**config.mk**
```make
export PLATFORM = sky130hd
export DESIGN_NAME = periodic_task_tick_scheduler
export DESIGN_NICKNAME = d
export VERILOG_FILES = /design/src/rtl/ptts_pkg.sv /design/src/rtl/ptts_cell.sv /design/src/rtl/periodic_task_tick_scheduler.sv
export SDC_FILE = /design/constraint.sdc
export NUM_CORES = 1
export LEC_CHECK = 0
export BUFFER_PORTS_ARGS = -buffer_cell sky130_fd_sc_hd__buf_4
export CORE_MARGIN = 2
export CORE_UTILIZATION = 57
export CTS_CLUSTER_DIAMETER = 30
export DETAILED_ROUTE_END_ITERATION = 10
export PLACE_DENSITY = 0.8
export REMOVE_ABC_BUFFERS = 1
export SYNTH_ARGS = -nofsm -noshare
export SYNTH_HDL_FRONTEND = slang
export SYNTH_SLANG_ARGS = --single-unit
```
**constraint.sdc**
```tcl
create_clock -name clk -period 9.2 [get_ports clk]
set_input_delay 0.92 -clock clk [delete_from_list [all_inputs] [get_ports clk]]
set_output_delay 0.92 -clock clk [all_outputs]
set_load 0.01 [all_outputs]
```
**src/rtl/ptts_pkg.sv**
```systemverilog
package ptts_pkg;

	localparam int MaxTasks = 4;
	localparam int TaskIdxW = 2;
	localparam int CntW     = 32;
	localparam int RegW     = 16;
	localparam int CfgIdxW  = 3;

	// Register map: periods first, then start delays.
	localparam logic [CfgIdxW-1:0] RegPeriod0 = 3'd0;
	localparam logic [CfgIdxW-1:0] RegDelay0  = 3'd4;

	typedef enum logic [1:0] {
		OP_RESTART = 2'd0,
		OP_TICK    = 2'd1,
		OP_SUSPEND = 2'd2,
		OP_SLEEP   = 2'd3
	} op_t;

	typedef enum logic [1:0] {
		ST_IDLE,
		ST_SCAN,
		ST_ACK
	} state_t;

	// Command broadcast to every cell when a request is accepted.
	typedef struct packed {
		logic                restart;
		logic                suspend;
		logic                sleep;
		logic [TaskIdxW-1:0] task_index;
		logic [RegW-1:0]     ticks;
	} cmd_t;

	// What a cell reports about the scan token it holds.
	typedef struct packed {
		logic tok;
		logic fire;
		logic last;
	} cell_stat_t;

endpackage

```
**src/rtl/ptts_cell.sv**
```systemverilog
module ptts_cell #(
	parameter int IDX = 0
) (
	input  logic                    clk,
	input  logic                    arst_n,
	input  ptts_pkg::cmd_t          cmd,
	input  logic                    shift,
	input  logic                    tok_in,
	input  logic                    later_in,
	input  logic [ptts_pkg::RegW-1:0] period,
	input  logic [ptts_pkg::RegW-1:0] delay,
	output logic                    tok_out,
	output logic                    later_out,
	output ptts_pkg::cell_stat_t    stat
);

	logic [ptts_pkg::CntW-1:0] cd_q;
	logic                      running_q;
	logic                      tok_q;
	logic                      sel;
	logic                      pend;
	logic [ptts_pkg::CntW:0]   sum;
	logic [ptts_pkg::CntW-1:0] reload;

	assign sel    = (cmd.task_index == ptts_pkg::TaskIdxW'(IDX));
	assign pend   = running_q && (cd_q == '0);
	assign sum    = {1'b0, cd_q} + {{(ptts_pkg::CntW + 1 - ptts_pkg::RegW){1'b0}}, cmd.ticks};
	// A zero period behaves as period one, so the reload after the decrement is zero.
	assign reload = (period == '0) ? '0
		: {{(ptts_pkg::CntW - ptts_pkg::RegW){1'b0}}, period - ptts_pkg::RegW'(1)};

	assign tok_out   = tok_q;
	assign later_out = later_in | pend;
	assign stat.tok  = tok_q;
	assign stat.fire = tok_q && pend;
	assign stat.last = !later_in;

	always_ff @(posedge clk or negedge arst_n) begin
		if (!arst_n) begin
			cd_q      <= '0;
			running_q <= 1'b0;
			tok_q     <= 1'b0;
		end else begin
			if (shift) begin
				tok_q <= tok_in;
			end
			if (cmd.restart) begin
				cd_q      <= {{(ptts_pkg::CntW - ptts_pkg::RegW){1'b0}}, delay};
				running_q <= 1'b1;
			end else if (cmd.suspend && sel) begin
				running_q <= 1'b0;
			end else if (cmd.sleep && sel) begin
				cd_q <= sum[ptts_pkg::CntW] ? '1 : sum[ptts_pkg::CntW-1:0];
			end else if (shift && tok_q && running_q) begin
				cd_q <= pend ? reload : cd_q - ptts_pkg::CntW'(1);
			end
		end
	end

endmodule

```
**src/rtl/periodic_task_tick_scheduler.sv**
```systemverilog
// Restart, suspend and sleep requests update the cells in the accept cycle. Their single
// acknowledgement is loaded from the ACK state, and the next request is taken after that.
// A tick request walks a token down the row of task cells, one cell per cycle while the
// output register is free, and the next request is taken once the token has left the last cell.
// A release is loaded as the token passes a cell that fires. Both kinds take longer while the output stalls.
// Reset clears all countdowns, stops every task, sets periods to 1 and delays to 0.
module periodic_task_tick_scheduler #(
	parameter int TASKS = ptts_pkg::MaxTasks
) (
	input  logic                              clk,
	input  logic                              arst_n,
	input  logic                              in_valid,
	output logic                              in_ready,
	input  logic [1:0]                        op,
	input  logic [ptts_pkg::TaskIdxW-1:0]     task_index,
	input  logic [ptts_pkg::RegW-1:0]         sleep_ticks,
	output logic                              out_valid,
	input  logic                              out_ready,
	output logic [ptts_pkg::TaskIdxW-1:0]     fire_task,
	output logic                              fired,
	output logic                              last_of_run,
	input  logic                              cfg_valid,
	output logic                              cfg_ready,
	input  logic [ptts_pkg::CfgIdxW-1:0]      cfg_index,
	input  logic [ptts_pkg::RegW-1:0]         cfg_data
);

	// Configuration registers. Entries for tasks beyond TASKS are stored but
	// never read by a cell.
	logic [ptts_pkg::RegW-1:0] period_q [ptts_pkg::MaxTasks];
	logic [ptts_pkg::RegW-1:0] delay_q  [ptts_pkg::MaxTasks];

	ptts_pkg::state_t st_q, st_d;

	logic                          in_acc;
	logic                          slot_free;
	logic                          adv;
	logic                          start;
	logic                          shift;
	ptts_pkg::cmd_t                cmd;
	ptts_pkg::op_t                 op_e;

	logic [TASKS:0]                tok_chain;
	logic [TASKS:0]                later_chain;
	ptts_pkg::cell_stat_t          stat [TASKS];
	logic [TASKS-1:0]              tok_vec;

	logic                          fire_any;
	logic                          last_any;
	logic [ptts_pkg::TaskIdxW-1:0] fire_idx;
	logic                          tok_end;
	logic                          any_fired_q;

	logic                          out_valid_q;
	logic [ptts_pkg::TaskIdxW-1:0] fire_task_q;
	logic                          fired_q;
	logic                          last_q;
	logic                          load;
	logic [ptts_pkg::TaskIdxW-1:0] load_task;
	logic                          load_fired;
	logic                          load_last;

	assign op_e      = ptts_pkg::op_t'(op);
	assign in_ready  = (st_q == ptts_pkg::ST_IDLE);
	assign in_acc    = in_valid && in_ready;
	assign cfg_ready = 1'b1;

	// The output register is free when empty or being emptied this cycle.
	assign slot_free = !out_valid_q || out_ready;
	assign adv       = (st_q == ptts_pkg::ST_SCAN) && slot_free;
	assign start     = in_acc && (op_e == ptts_pkg::OP_TICK);
	assign shift     = adv || start;

	assign cmd.restart    = in_acc && (op_e == ptts_pkg::OP_RESTART);
	assign cmd.suspend    = in_acc && (op_e == ptts_pkg::OP_SUSPEND);
	assign cmd.sleep      = in_acc && (op_e == ptts_pkg::OP_SLEEP);
	assign cmd.task_index = task_index;
	assign cmd.ticks      = sleep_ticks;

	// The token enters the first cell when a tick is accepted. The pending
	// chain runs backward so that each cell knows whether a later task fires.
	assign tok_chain[0]       = start;
	assign later_chain[TASKS] = 1'b0;

	for (genvar i = 0; i < TASKS; i++) begin : g_cell
		ptts_cell #(
			.IDX(i)
		) u_cell (
			.clk      (clk),
			.arst_n   (arst_n),
			.cmd      (cmd),
			.shift    (shift),
			.tok_in   (tok_chain[i]),
			.later_in (later_chain[i+1]),
			.period   (period_q[i]),
			.delay    (delay_q[i]),
			.tok_out  (tok_chain[i+1]),
			.later_out(later_chain[i]),
			.stat     (stat[i])
		);
		assign tok_vec[i] = stat[i].tok;
	end

	// Only the cell holding the token can fire, so an OR encodes its index.
	always_comb begin
		fire_any = 1'b0;
		last_any = 1'b0;
		fire_idx = '0;
		for (int i = 0; i < TASKS; i++) begin
			fire_any = fire_any | stat[i].fire;
			last_any = last_any | (stat[i].fire & stat[i].last);
			fire_idx = fire_idx | (stat[i].fire ? ptts_pkg::TaskIdxW'(i) : '0);
		end
	end

	assign tok_end = tok_chain[TASKS];

	// State register and next-state / output-load logic.
	always_ff @(posedge clk or negedge arst_n) begin
		if (!arst_n) begin
			st_q <= ptts_pkg::ST_IDLE;
		end else begin
			st_q <= st_d;
		end
	end

	always_comb begin
		st_d       = st_q;
		load       = 1'b0;
		load_task  = '0;
		load_fired = 1'b0;
		load_last  = 1'b1;
		unique case (st_q)
			ptts_pkg::ST_IDLE: begin
				if (in_acc) begin
					st_d = start ? ptts_pkg::ST_SCAN : ptts_pkg::ST_ACK;
				end
			end
			ptts_pkg::ST_SCAN: begin
				if (adv) begin
					if (fire_any) begin
						load       = 1'b1;
						load_task  = fire_idx;
						load_fired = 1'b1;
						load_last  = last_any;
					end else if (tok_end && !any_fired_q) begin
						// A tick that released nothing is acknowledged once.
						load = 1'b1;
					end
					if (tok_end) begin
						st_d = ptts_pkg::ST_IDLE;
					end
				end
			end
			ptts_pkg::ST_ACK: begin
				if (slot_free) begin
					load = 1'b1;
					st_d = ptts_pkg::ST_IDLE;
				end
			end
			default: begin
				st_d = ptts_pkg::ST_IDLE;
			end
		endcase
	end

	always_ff @(posedge clk or negedge arst_n) begin
		if (!arst_n) begin
			any_fired_q <= 1'b0;
			out_valid_q <= 1'b0;
		end else begin
			if (start) begin
				any_fired_q <= 1'b0;
			end else if (adv && fire_any) begin
				any_fired_q <= 1'b1;
			end
			if (load) begin
				out_valid_q <= 1'b1;
			end else if (out_ready) begin
				out_valid_q <= 1'b0;
			end
		end
	end

	always_ff @(posedge clk) begin
		if (load) begin
			fire_task_q <= load_task;
			fired_q     <= load_fired;
			last_q      <= load_last;
		end
	end

	// Configuration writes: periods below the delay bank, delays above it.
	always_ff @(posedge clk or negedge arst_n) begin
		if (!arst_n) begin
			for (int i = 0; i < ptts_pkg::MaxTasks; i++) begin
				period_q[i] <= ptts_pkg::RegW'(1);
				delay_q[i]  <= '0;
			end
		end else if (cfg_valid && cfg_ready) begin
			if (cfg_index < ptts_pkg::RegDelay0) begin
				period_q[cfg_index[ptts_pkg::TaskIdxW-1:0]] <= cfg_data;
			end else begin
				delay_q[cfg_index[ptts_pkg::TaskIdxW-1:0]] <= cfg_data;
			end
		end
	end

	assign out_valid   = out_valid_q;
	assign fire_task   = fire_task_q;
	assign fired       = fired_q;
	assign last_of_run = last_q;

	// At most one cell holds the scan token.
	a_tok_onehot: assert property (@(posedge clk) disable iff (!arst_n)
		$onehot0(tok_vec))
		else $error("scan token held by more than one cell");

	// No token travels while the scheduler waits for a request.
	a_idle_no_tok: assert property (@(posedge clk) disable iff (!arst_n)
		(st_q == ptts_pkg::ST_IDLE) |-> (tok_vec == '0))
		else $error("scan token present while idle");

	// An accepted tick puts the token into the first cell.
	a_tick_starts: assert property (@(posedge clk) disable iff (!arst_n)
		start |=> (tok_vec[0] && st_q == ptts_pkg::ST_SCAN))
		else $error("tick did not start a scan");

	// A result is loaded only into a free output register.
	a_no_overwrite: assert property (@(posedge clk) disable iff (!arst_n)
		load |-> slot_free)
		else $error("result overwrote a pending result");

endmodule

```
---- Word-level counts from Yosys, hierarchy flattened ----
Cells that the tools add are included.
word-level totals
  output and inout bits ................... 7
  word-level logic and storage cells ...... 201
  register bits ........................... 272
  input port bits ......................... 44
operators by class
  mux-type cells .......................... 59
  reductions and logical operators ........ 70
  add/subtract/negate cells ............... 12
  bitwise operators ....................... 15
  equality and inequality tests ........... 16
  order comparisons ....................... 3
operators by type and width
  kind                                                   number
  2-to-1 mux 32 bit                                      24
  adder 32 x 16 -> 33 bit                                4
  bitwise mux 64 bit                                     2
  zero test 32 bit                                       4
  subtractor 32 x 1 -> 32 bit, second input constant     4
  2-to-1 mux 16 bit                                      5
  zero test 16 bit                                       4
  subtractor 16 x 1 -> 16 bit, second input constant     4
  logical AND 1 bit                                      33
  demux 16 bit (select 2 bit)                            1
  2-to-1 mux 1 bit                                       18
  2-to-1 mux 2 bit                                       7
  AND reduction 2 bit                                    7
  inequality test 2 bit, second input constant           6
  nonzero test 2 bit                                     6
  nonzero test 3 bit                                     4
  equality test 2 bit, second input constant             5
  bitwise OR 1 bit                                       8
  equality test 2 x 1 -> 1 bit, second input constant    3
  zero test 2 bit                                        3
  case mux 2 bit (3 select lines)                        1
  zero test 1 bit                                        5
  inequality test 2 x 1 -> 1 bit, second input constant  2
  AND reduction 4 bit                                    1
  11 further kinds                                       14

---- Depth between registers and ports, before layout ----
Gate-level depths: netlist of run 1.
  word-level depth ........................ 10
  gate-level depth with buffers ........... 13
  depth with buffers taken out ............ 10

---- Cells and area by module ----
A second synthesis of run 1 with hierarchy kept.
unflattened totals
  cell total of the unflattened synthesis .. 2459
  area total of the unflattened synthesis .. 21713.3 µm²
modules (own cells, without submodules)
  module                         area an instance (µm²)  times used  sequential area each (µm²)  cells an instance
  periodic_task_tick_scheduler   5356.4                  1           3428.3                      327
  ptts_cell at g_cell[1].u_cell  4130.2                  1           850.8                       531
  ptts_cell at g_cell[3].u_cell  4122.7                  1           850.8                       535
  ptts_cell at g_cell[0].u_cell  4072.7                  1           850.8                       530
  ptts_cell at g_cell[2].u_cell  4031.4                  1           850.8                       536

---- Least setup slack after synthesis of run 1 ----
OpenSTA, ideal clock, no wires.
  path kind ............................... in2reg
  start ................................... input sleep_ticks[0] in the netlist's numbering
  end ..................................... register g_cell[0].u_cell.cd_q[7] in the netlist's numbering
  cell stages on the path ................. 11
  path buffers ............................ 1
  library setup time ...................... 0.126 ns
  path slack .............................. 5.658 ns
  arrival time ............................ 3.416 ns
  required time ........................... 9.074 ns
  cell sequence ........................... ha_1 > fa_1 > a211oi_1 > o21a_1 > o21ai_0 > nor4bb_1 > nor2_1 > o21a_1 > clkbuf_1 > a211oi_1 > a221o_1
on the way
  longest elaborated chain between the ends .. 5
ends and longest elaborated chain
  element                  RTL line                            RTL
  start, declared          periodic_task_tick_scheduler.sv:16  input logic [ptts_pkg::RegW-1:0] sleep_ticks,
  adder 32 x 16 -> 33 bit  ptts_cell.sv:27                     assign sum = {1'b0, cd_q} + {{(ptts_pkg::CntW + 1 - ptts_pkg::RegW){1'b0}}, cmd.ticks};
  2-to-1 mux 32 bit        ptts_cell.sv:53                     cd_q <= sum[ptts_pkg::CntW] ? '1 : sum[ptts_pkg::CntW-1:0];
  2-to-1 mux 32 bit        ptts_cell.sv:52                     end else if (cmd.sleep && sel) begin
  2-to-1 mux 32 bit        ptts_cell.sv:50                     end else if (cmd.suspend && sel) begin
  2-to-1 mux 32 bit        ptts_cell.sv:47                     if (cmd.restart) begin
  end signal, assigned     ptts_cell.sv:48                     cd_q <= {{(ptts_pkg::CntW - ptts_pkg::RegW){1'b0}}, delay};
  end signal, assigned     ptts_cell.sv:53
  end signal, assigned     ptts_cell.sv:55                     cd_q <= pend ? reload : cd_q - ptts_pkg::CntW'(1);
  end, declared            ptts_cell.sv:17                     logic [ptts_pkg::CntW-1:0] cd_q;
No other way between the ends. The select of a mux whose other input is x is not followed.
A chain may end at the register's enable or synchronous reset.

---- Final worst setup path of run 1 ----
  start ................................... register st_q[1]
  end ..................................... register g_cell[0].u_cell.cd_q[27] in the netlist's numbering
on the way
  longest elaborated chain between the ends .. 8
  elaborated cells on any way between the ends .. 19
  classes of those cells .................. eq/ne: 2; mux: 3; reduce/logical: 14
ends and longest elaborated chain
  element                         RTL line                             RTL
  start, declared                 periodic_task_tick_scheduler.sv:33   ptts_pkg::state_t st_q, st_d;
  start signal, assigned          periodic_task_tick_scheduler.sv:121  st_q <= ptts_pkg::ST_IDLE;
  start signal, assigned          periodic_task_tick_scheduler.sv:123  st_q <= st_d;
  zero test 2 bit                 periodic_task_tick_scheduler.sv:64   assign in_ready = (st_q == ptts_pkg::ST_IDLE);
  logical AND 1 bit               periodic_task_tick_scheduler.sv:65   assign in_acc = in_valid && in_ready;
  logical AND 1 bit               periodic_task_tick_scheduler.sv:71   assign start = in_acc && (op_e == ptts_pkg::OP_TICK);
  logical OR 1 bit                periodic_task_tick_scheduler.sv:72   assign shift = adv || start;
  logical AND 1 bit (2 in a row)  ptts_cell.sv:54                      end else if (shift && tok_q && running_q) begin
  nonzero test 3 bit (no line)    n/a
  AND reduction 2 bit (no line)   n/a
Parallel ways exist; a longest one is shown, timed or not. The select of a mux whose other input is x is not followed.

==> run summary, run 1 <==
The flow ran to the end, and the final reports show no timing, DRC or antenna violations. The measured slew at the worst slew-check pin is 1.31 ns. Measured on the finished design, the core utilization comes to 0.664. The share of power burned in registers is 0.285.

The clock tree buffer depth came out at 3. The critical path ends at g_cell[0].u_cell.cd_q[27]$_DFFE_PN0P_. The iteration-0 DRC count of the detailed router came out at 1991. The net switching power came out at 3020 uW. The minimum clock period came out at 4.19 ns. Setup repair after global routing left no endpoint under its margin.

The relative slew slack came out at 0.123. The routed wirelength normalized by instance count came out at 22.7 um. By instance count, the leading cell after synthesis is dfrtp_1. The worst setup path is captured at a flop. The number of iterations in the first detailed-routing pass is 6.

The routability-driven placement congestion ratio is 0.975. The kind of cell with the highest combined delay on the critical path is simple AND/OR/NAND/NOR gates. The largest fanout of any net on the critical path is 33. Setup violations remaining at the end of the flow were counted as 0. The synthesized area came out at 20500 um2. Once the clock tree was built, the resizer swapped 0 gates to a different size. After layout, the design draws a total of 7520 uW. The chip height is 194 um. The via count is 19700. The count of endpoints failing hold in the final timing report came out at 0.

VDD sags by at most 0.000215 V. For the worst-skew pair, the clock arrives at the later sink with an insertion delay of 0.60 ns. The synthesized instance count is 2365. The period utilization is 0.455. The total number of clock tree sinks is 272. The critical path in this run is classified as flop to flop. The post-route cell area came out at 23600 um2. The max-slew violation count came to 0.

The count of buffers from port buffering came out at 49. Once placement finished, the instance area stood at 21100 um2. The global-route usage over all layers is 0.345. The cell seen most often among critical-path stages is nand4_1. The arrival time reported for the critical path endpoint is 4.71 ns.

The startpoint of the worst setup timing path is st_q[1]$_DFFE_PN0P_. The biggest area contributor in the post-synthesis netlist is dfrtp_1. The sequential cell area in the final layout came out at 6830 um2. The number of max-cap violations is 0. The number of cells on the critical path came out at 10. The number of enable-type register cells in the synthesized netlist came out at 4. The CTS buffer count came out at 70. The number of DRC violations after detailed routing came out at 0. The placed wire-length estimate after detailed placement is 43.2 mm. The number of cells traversed by the worst register-to-register path is 10.

The share of synthesized area in the top cell type comes to 0.322. The die area is 37600 um2. Yosys mapped the design onto 93 distinct sky130hd cell types. The first-pass GRT wire length is 104 mm.

The slowest stage of the critical path belongs to the cell nand2b_1. Counting the fill cells in the layout gives 2804. The effective utilization at floorplan came out at 0.578. On the final layout, the worst clock skew is 0.0299 ns. The final wirelength came out at 65.8 mm. The sum of overflow across all layers after global routing came out at 0. The row count is 69. The via count of the first global-routing pass came out at 19100.

The portion of total power attributed to combinational logic came out at 0.378. Among all flip-flop cells after synthesis, the most frequent one is dfrtp_1. For this design, the CTS-stage hold fixing added 0 buffers.

The internal power of the cells totals 4500 uW. STA classifies the critical path startpoint as a flop. Static timing analysis puts the maximum clock frequency at 239 MHz.

The slack of the critical path came out at 5.01 ns. The longest individual stage delay on the worst path is 0.78 ns. In this run the number of H-tree levels came out at 3. The switching share of total power came out at 0.402.

The core region is 35600 um2. The buffers plus inverters on the worst setup path came out at 1. Power spread over the standard cell area amounts to 318 nW/um2. The async set or reset register ratio after synthesis is 0.985. The vias per cell came out at 6.79.

The path class of the tightest hold or removal check is input port to async pin. Adding up every negative setup slack in the final design gives 0 ns. Ranked by instance count, the synthesized netlist is headed by 264 x dfrtp_1, 206 x o21ai_0, 194 x nand2_1. The critical path goes through inv_1, ha_1, nand4_1, nand2b_1, o21ai_0, nand3_1, nor2_1, a21oi_1, or4_1, nand4_1. From synthesis to final layout, the design area changed by 15.0%.

The origin of the critical flop-to-flop path is st_q[1]$_DFFE_PN0P_. The post-CTS clock slew at the launch and capture registers of the worst setup and hold paths is 0.05 ns. The tree is rooted in a clkbuf_16. The fraction of final layout cells sized beyond drive strength 1 came out at 0.150. Setup slack on the worst reg-to-reg path comes out at 5.01 ns. Entering global routing, the biggest net connects 156 pins. The portion of total power attributed to the clock network is 0.337. The post-synthesis average cell area came out at 8.69 um2. The number of warnings reported in the yosys synthesis log came out at 0. In this run the post-CTS setup repair buffer count came out at 0. The required time reported for the critical path endpoint came out at 9.72 ns. The width of the chip is 194 um. The number of flip-flops and latches in the synthesized netlist is 272. The antenna violation net count after detailed routing came out at 0. The initial antenna violation count is 1. Summing all multi-input logic gate instances after layout gives 13100 um2. The sequential share of the synthesized area came out at 0.333.

In this run the critical register-to-register path is captured at g_cell[0].u_cell.cd_q[27]$_DFFE_PN0P_. TritonCTS built the clock tree. For this design the top-level I/O count stands at 51. In the final design database the tool counted 2503 nets.

OpenSTA, run right after detailed placement, puts the worst setup slack at 4.77 ns. The leakage power summed over all cells is 0.00963 uW. In the post-synthesis netlist, the biggest area contributors are dfrtp_1 32%, mux2_2 6.9%, o21ai_0 5.0%.
[metal layers]
layer,vias to the layer above,share of wire,GRT usage
li1,8890,-,-
met2,1109,0.44,0.532
met1,9422,0.40,0.451
met5,-,0,0
met3,242,0.10,0.0845
met4,0,0.054,0.183
[per-stage QoR]
step                hold slack [ns]  cells
global placement              0.457   2765
finish                        0.389   2895
floorplan                     0.443   2238
CTS                           0.448   2894
detailed placement            0.467   2765
global route                  0.484   2895
[power by group through the flow]
stage               combinational (uW)  clock [uW]  sequential [uW]
floorplan                         2150           0             1970
global placement                  2670           0             2100
detailed placement                2740           0             2120
CTS                               2780        2550             2120
global route                      3130        2620             2200
finish                            2850        2540             2140
[registers in the layout, indices dropped and copies added (netlist names), 2 cells and up]
name and count:
g_cell.u_cell.cd_q 128, delay_q 64, period_q 64, g_cell.u_cell.running_q 4
g_cell.u_cell.tok_out 4, fire_task 2, st_q 2
[area by class of cell]
class,instances,area share
Multi-Input combinational cell,1920,0.552
Inverter,46,0.00731
Sequential cell,272,0.289
Clock inverter,42,0.0248
Clock buffer,87,0.0802
Tap cell,461,0.0244
Antenna cell,1,0.000106
Timing Repair Buffer,66,0.0218
[placed cells by master (no fill, tap or decap), drive strengths merged, types with 9 or more instances in the layout]
cell type / n
a211oi: 44
nand4: 21
ha: 79
nor2: 173
o41ai: 10
or2: 12
a31oi: 24
a221o: 24
nand3b: 15
o21a: 21
and2: 17
nor4: 50
mux2: 125
nand2b: 15
nand2: 194
nand3: 72
and3: 37
o221ai: 15
inv: 54
clkbuf: 87
a22o: 16
o211ai: 30
dfrtp: 264
o2bb2ai: 17
o31ai: 17
xor2: 85
or3: 23
a22oi: 15
nor3b: 10
o21bai: 9
o31a: 9
xnor2: 110
clkinv: 22
a21o: 41
a21oi: 164
o21ai: 218
nor3: 89
or4: 23
buf: 66
[how the worst min path moves through the flow]
stage	from	end	cells after the start
floorplan	delay_q[16]$_DFFE_PN0P_	g_cell[2].u_cell.cd_q[0]$_DFFE_PN0P_	2
global placement	delay_q[31]$_DFFE_PN0P_	g_cell[2].u_cell.cd_q[15]$_DFFE_PN0P_	2
detailed placement	delay_q[16]$_DFFE_PN0P_	g_cell[2].u_cell.cd_q[0]$_DFFE_PN0P_	2
CTS	arst_n	g_cell[2].u_cell.running_q$_DFFE_PN0P_	1
global route	arst_n	g_cell[2].u_cell.cd_q[22]$_DFFE_PN0P_	1
finish	arst_n	g_cell[2].u_cell.cd_q[22]$_DFFE_PN0P_	1
[kinds of logic after synthesis]
family | count (synthesis) | share of synthesized area
mux | 131 | 0.0714
buf+inv | 173 | 0.0345
compound gates | 723 | 0.228
other cells | 1 | 0.000183
simple gates | 787 | 0.198
flops | 272 | 0.333
fa+ha+maj | 83 | 0.0520
xor+xnor | 195 | 0.0831
No activity file was read; power rests on OpenSTA's default activity.
==> run 2: changes to the inputs <==
Clock period 9.2 ns to 3.9 ns, I/O delays scaled along.
==> run summary, run 2 (synthesis gave the netlist of run 1 again) <==
The worst hold path depth came out at 3. The number of max-cap violations was 0 (unchanged). The met1 wire length is 26.3 mm (about the same). The longest individual stage delay on the worst path is 0.71 ns (was 0.78 ns). The antenna violation net count after detailed routing is 0 (unchanged).

The number of cells traversed by the worst register-to-register path came out at 9 (was 10). The final core utilization is 0.675 (was 0.664). The final wirelength came out at 67.3 mm (was 65.8 mm). Biggest registers after layout: g_cell.u_cell.cd_q: 128 flops, delay_q: 64 flops, period_q: 64 flops (unchanged). The H-tree level count is 3 (unchanged).

The die area came out at 37600 um2 (unchanged). The most frequent standard cell in the layout excluding fill and tap cells is dfrtp_1 (unchanged). The max-slew violation count came out at 0 (unchanged). The fraction of final layout cells sized beyond drive strength 1 came out at 0.166 (was 0.150). The area of the placeable core came to 35600 um2 (unchanged). The count of endpoints failing hold in the final timing report came out at 0 (unchanged).

The via count of the first global-routing pass came out at 19500 (was 19100). Result of the run: completed (unchanged). The largest register by flop count is g_cell.u_cell.cd_q (unchanged).

The largest fanout of any net on the critical path came to 19 (was 33). The uppermost layer routed was met5 (was met4). The number of primary I/O pins came out at 51 (unchanged). The relative slew slack is 0.163 (was 0.123). RSZ-0062 raised after global routing: false (unchanged). The clock tree buffer depth came out at 3 (unchanged). The met3 wire length is 7.07 mm (was 6.89 mm).

The CTS buffer count came out at 72 (was 70). The maximum clock skew at final layout came to 0.0406 ns (was 0.0299 ns). The iteration-0 DRC count of the detailed router is 2017 (was 1991).

The placed wire-length estimate after detailed placement is 45.3 mm (was 43.2 mm). The worst-path cell with the longest stage delay is nor3_2 (was nand2b_1). The leakage power summed over all cells is 0.00987 uW (was 0.00963 uW). The effective utilization at floorplan came out at 0.578 (unchanged). The total internal power is 10800 uW (was 4500 uW).

The sort of element at the start of the critical path is a flop (unchanged). The area growth from synthesis to layout is 16.9% (was 15.0%). The vias per cell was 6.82 (was 6.79).

The post-CTS clock slew at the launch and capture registers of the worst setup and hold paths was 0.05 ns (about the same). The final layout net count came out at 2548 (was 2503). The worst hold-check slack is 0.175 ns (was 0.389 ns). The buffers plus inverters on the worst setup path is 1 (unchanged). The path category of the worst min-delay check was input port to flop (was input port to async pin). The clock tree from TritonCTS is built (unchanged). The maximum operating frequency is 288 MHz (was 239 MHz). The portion of total power attributed to combinational logic came out at 0.381 (was 0.378). The cell area after placement came to 21500 um2 (was 21100 um2). The total power consumption of the routed design is 18000 uW (was 7520 uW). The portion of total power attributed to the clock network came out at 0.338 (was 0.337). The minimum clock period came out at 3.47 ns (was 4.19 ns). The width of the chip came out at 194 um (unchanged).

The arrival time reported for the critical path endpoint was 3.92 ns (was 4.71 ns). The number of DRC violations after detailed routing is 0 (unchanged). The number of failing setup endpoints in the final timing report came to 0 (unchanged). The worst IR drop on VDD is 0.000601 V (was 0.000215 V). The type of element capturing the critical path is a flop (unchanged).

The sum of overflow across all layers after global routing came out at 0 (unchanged). The global-route usage over all layers came to 0.354 (was 0.345). The count of buffers from port buffering is 49 (unchanged).

The chip height is 194 um (unchanged). The total number of clock tree sinks is 272 (unchanged). The via count came out at 20100 (was 19700).

The switching share of total power is 0.402 (about the same). The share of power burned in registers was 0.281 (was 0.285). The row count is 69 (unchanged). The kind of cell with the highest combined delay on the critical path is simple AND/OR/NAND/NOR gates (unchanged). The post-route cell area came out at 24000 um2 (was 23600 um2). The required time reported for the critical path endpoint came out at 4.34 ns (was 9.72 ns). The net switching power is 7250 uW (was 3020 uW). Commonest non-fill, non-tap cells in the layout: 264 x dfrtp_1, 206 x o21ai_0, 194 x nand2_1, 172 x nor2_1, 163 x a21oi_1 (was 264 x dfrtp_1, 206 x o21ai_0, 194 x nand2_1, 171 x nor2_1, 163 x a21oi_1).

The pin count of the biggest net entering global routing came out at 112 (was 156). The initial antenna violation count came out at 5 (was 1). The ratio of total power to cell area came out at 751 nW/um2 (was 318 nW/um2). The flip-flop count of the largest register, all copies and words added is 128 (unchanged). Ordered list of cells on the worst path: inv_1, ha_1, and4b_1, a21oi_2, nor3_2, or2_2, nor2_1, a21o_1, a22o_1 (was inv_1, ha_1, nand4_1, nand2b_1, o21ai_0, nand3_1, nor2_1, a21oi_1, or4_1, nand4_1).

The measured slew at the worst slew-check pin came out at 1.25 ns (was 1.31 ns). The period utilization is 0.890 (was 0.455). The number of cells on the critical path came out at 9 (was 10). The critical setup path kind is flop to flop (unchanged). The detailed-routed wire length on met2 was 29.6 mm (was 29.0 mm). The number of gates given a new drive strength after cts is 0 (unchanged). The aggregate negative setup slack came out at 0 ns (unchanged).

The first-pass GRT wire length came to 106 mm (was 104 mm). The routability-driven placement congestion ratio is 0.963 (was 0.975). The clock tree root buffer cell is clkbuf_16 (unchanged). The number of iterations in the first detailed-routing pass came to 6 (unchanged). The routed wirelength normalized by instance count is 22.9 um (was 22.7 um). The clock latency reported for the late side of the worst-skew pair is 0.60 ns (about the same).
[run 2: cell count changes in the layout (fill, tap and decap cells not counted), moves of 2 or more]
| cell | before | now |
|---|---|---|
| buf_4 | 64 | 105 |
| clkbuf_16 | 70 | 74 |
| clkinv_4 | 7 | 5 |
| clkinv_8 | 4 | 1 |
| diode_2 | 1 | 4 |
| inv_8 | 0 | 8 |
[run 2: power groups by stage]
stage                     Combinational (uW)  Clock [uW]  Sequential [uW]
after floorplan                         5060           0             4640
after global placement                  6420           0             4960
after detailed placement                6600           0             5020
after CTS                               6710        6140             5010
after global routing                    7530        6290             5200
final                                   6870        6090             5070
[run 2: per-layer routing]
metal | vias up | global-route usage
met5 | - | 0
met4 | 2 | 0.221
met3 | 287 | 0.0729
met2 | 1185 | 0.541
met1 | 9636 | 0.462
li1 | 8976 | -
[run 2: what timing repair did]
action,in CTS,in global routing
hold buffers,1,0
endpoints found under the hold margin,107,0
setup buffers,0,0
[run 2: stage by stage]
step                setup WS [ns]  instances
detailed placement          0.414       2807
global placement            0.451       2807
floorplan                   -2.98       2238
CTS                         0.534       2941
global route                0.319       2942
finish                      0.428       2945
[run 2: layout make-up]
class	count	area, um2
multi-input cells	1920	13000
fillers	2744	11600
flip-flops and latches	272	6830
clock buffers	89	1980
repair buffers	109	853
well taps	461	577
clock inverters	44	546
inverters	46	173
diodes	4	10.0
[run 2: path summary, 6_finish.rpt]
path	slack, ns	startpoint	endpoint
max in group asynchronous	2.40	arst_n	delay_q[44]$_DFFE_PN0P_
max reg2reg	0.43	st_q[1]$_DFFE_PN0P_	g_cell[1].u_cell.cd_q[22]$_DFFE_PN0P_
max	0.43	st_q[1]$_DFFE_PN0P_	g_cell[1].u_cell.cd_q[22]$_DFFE_PN0P_
min reg2reg	0.47	delay_q[17]$_DFFE_PN0P_	g_cell[2].u_cell.cd_q[1]$_DFFE_PN0P_
min	0.18	cfg_data[0]	period_q[32]$_DFFE_PN1P_
min in group asynchronous	0.52	arst_n	g_cell[2].u_cell.cd_q[20]$_DFFE_PN0P_
[run 2: worst min-delay path, cell delays in order]
cell     delay [ns]
buf_4          0.19
nand2_1        0.07
o21ai_0        0.07
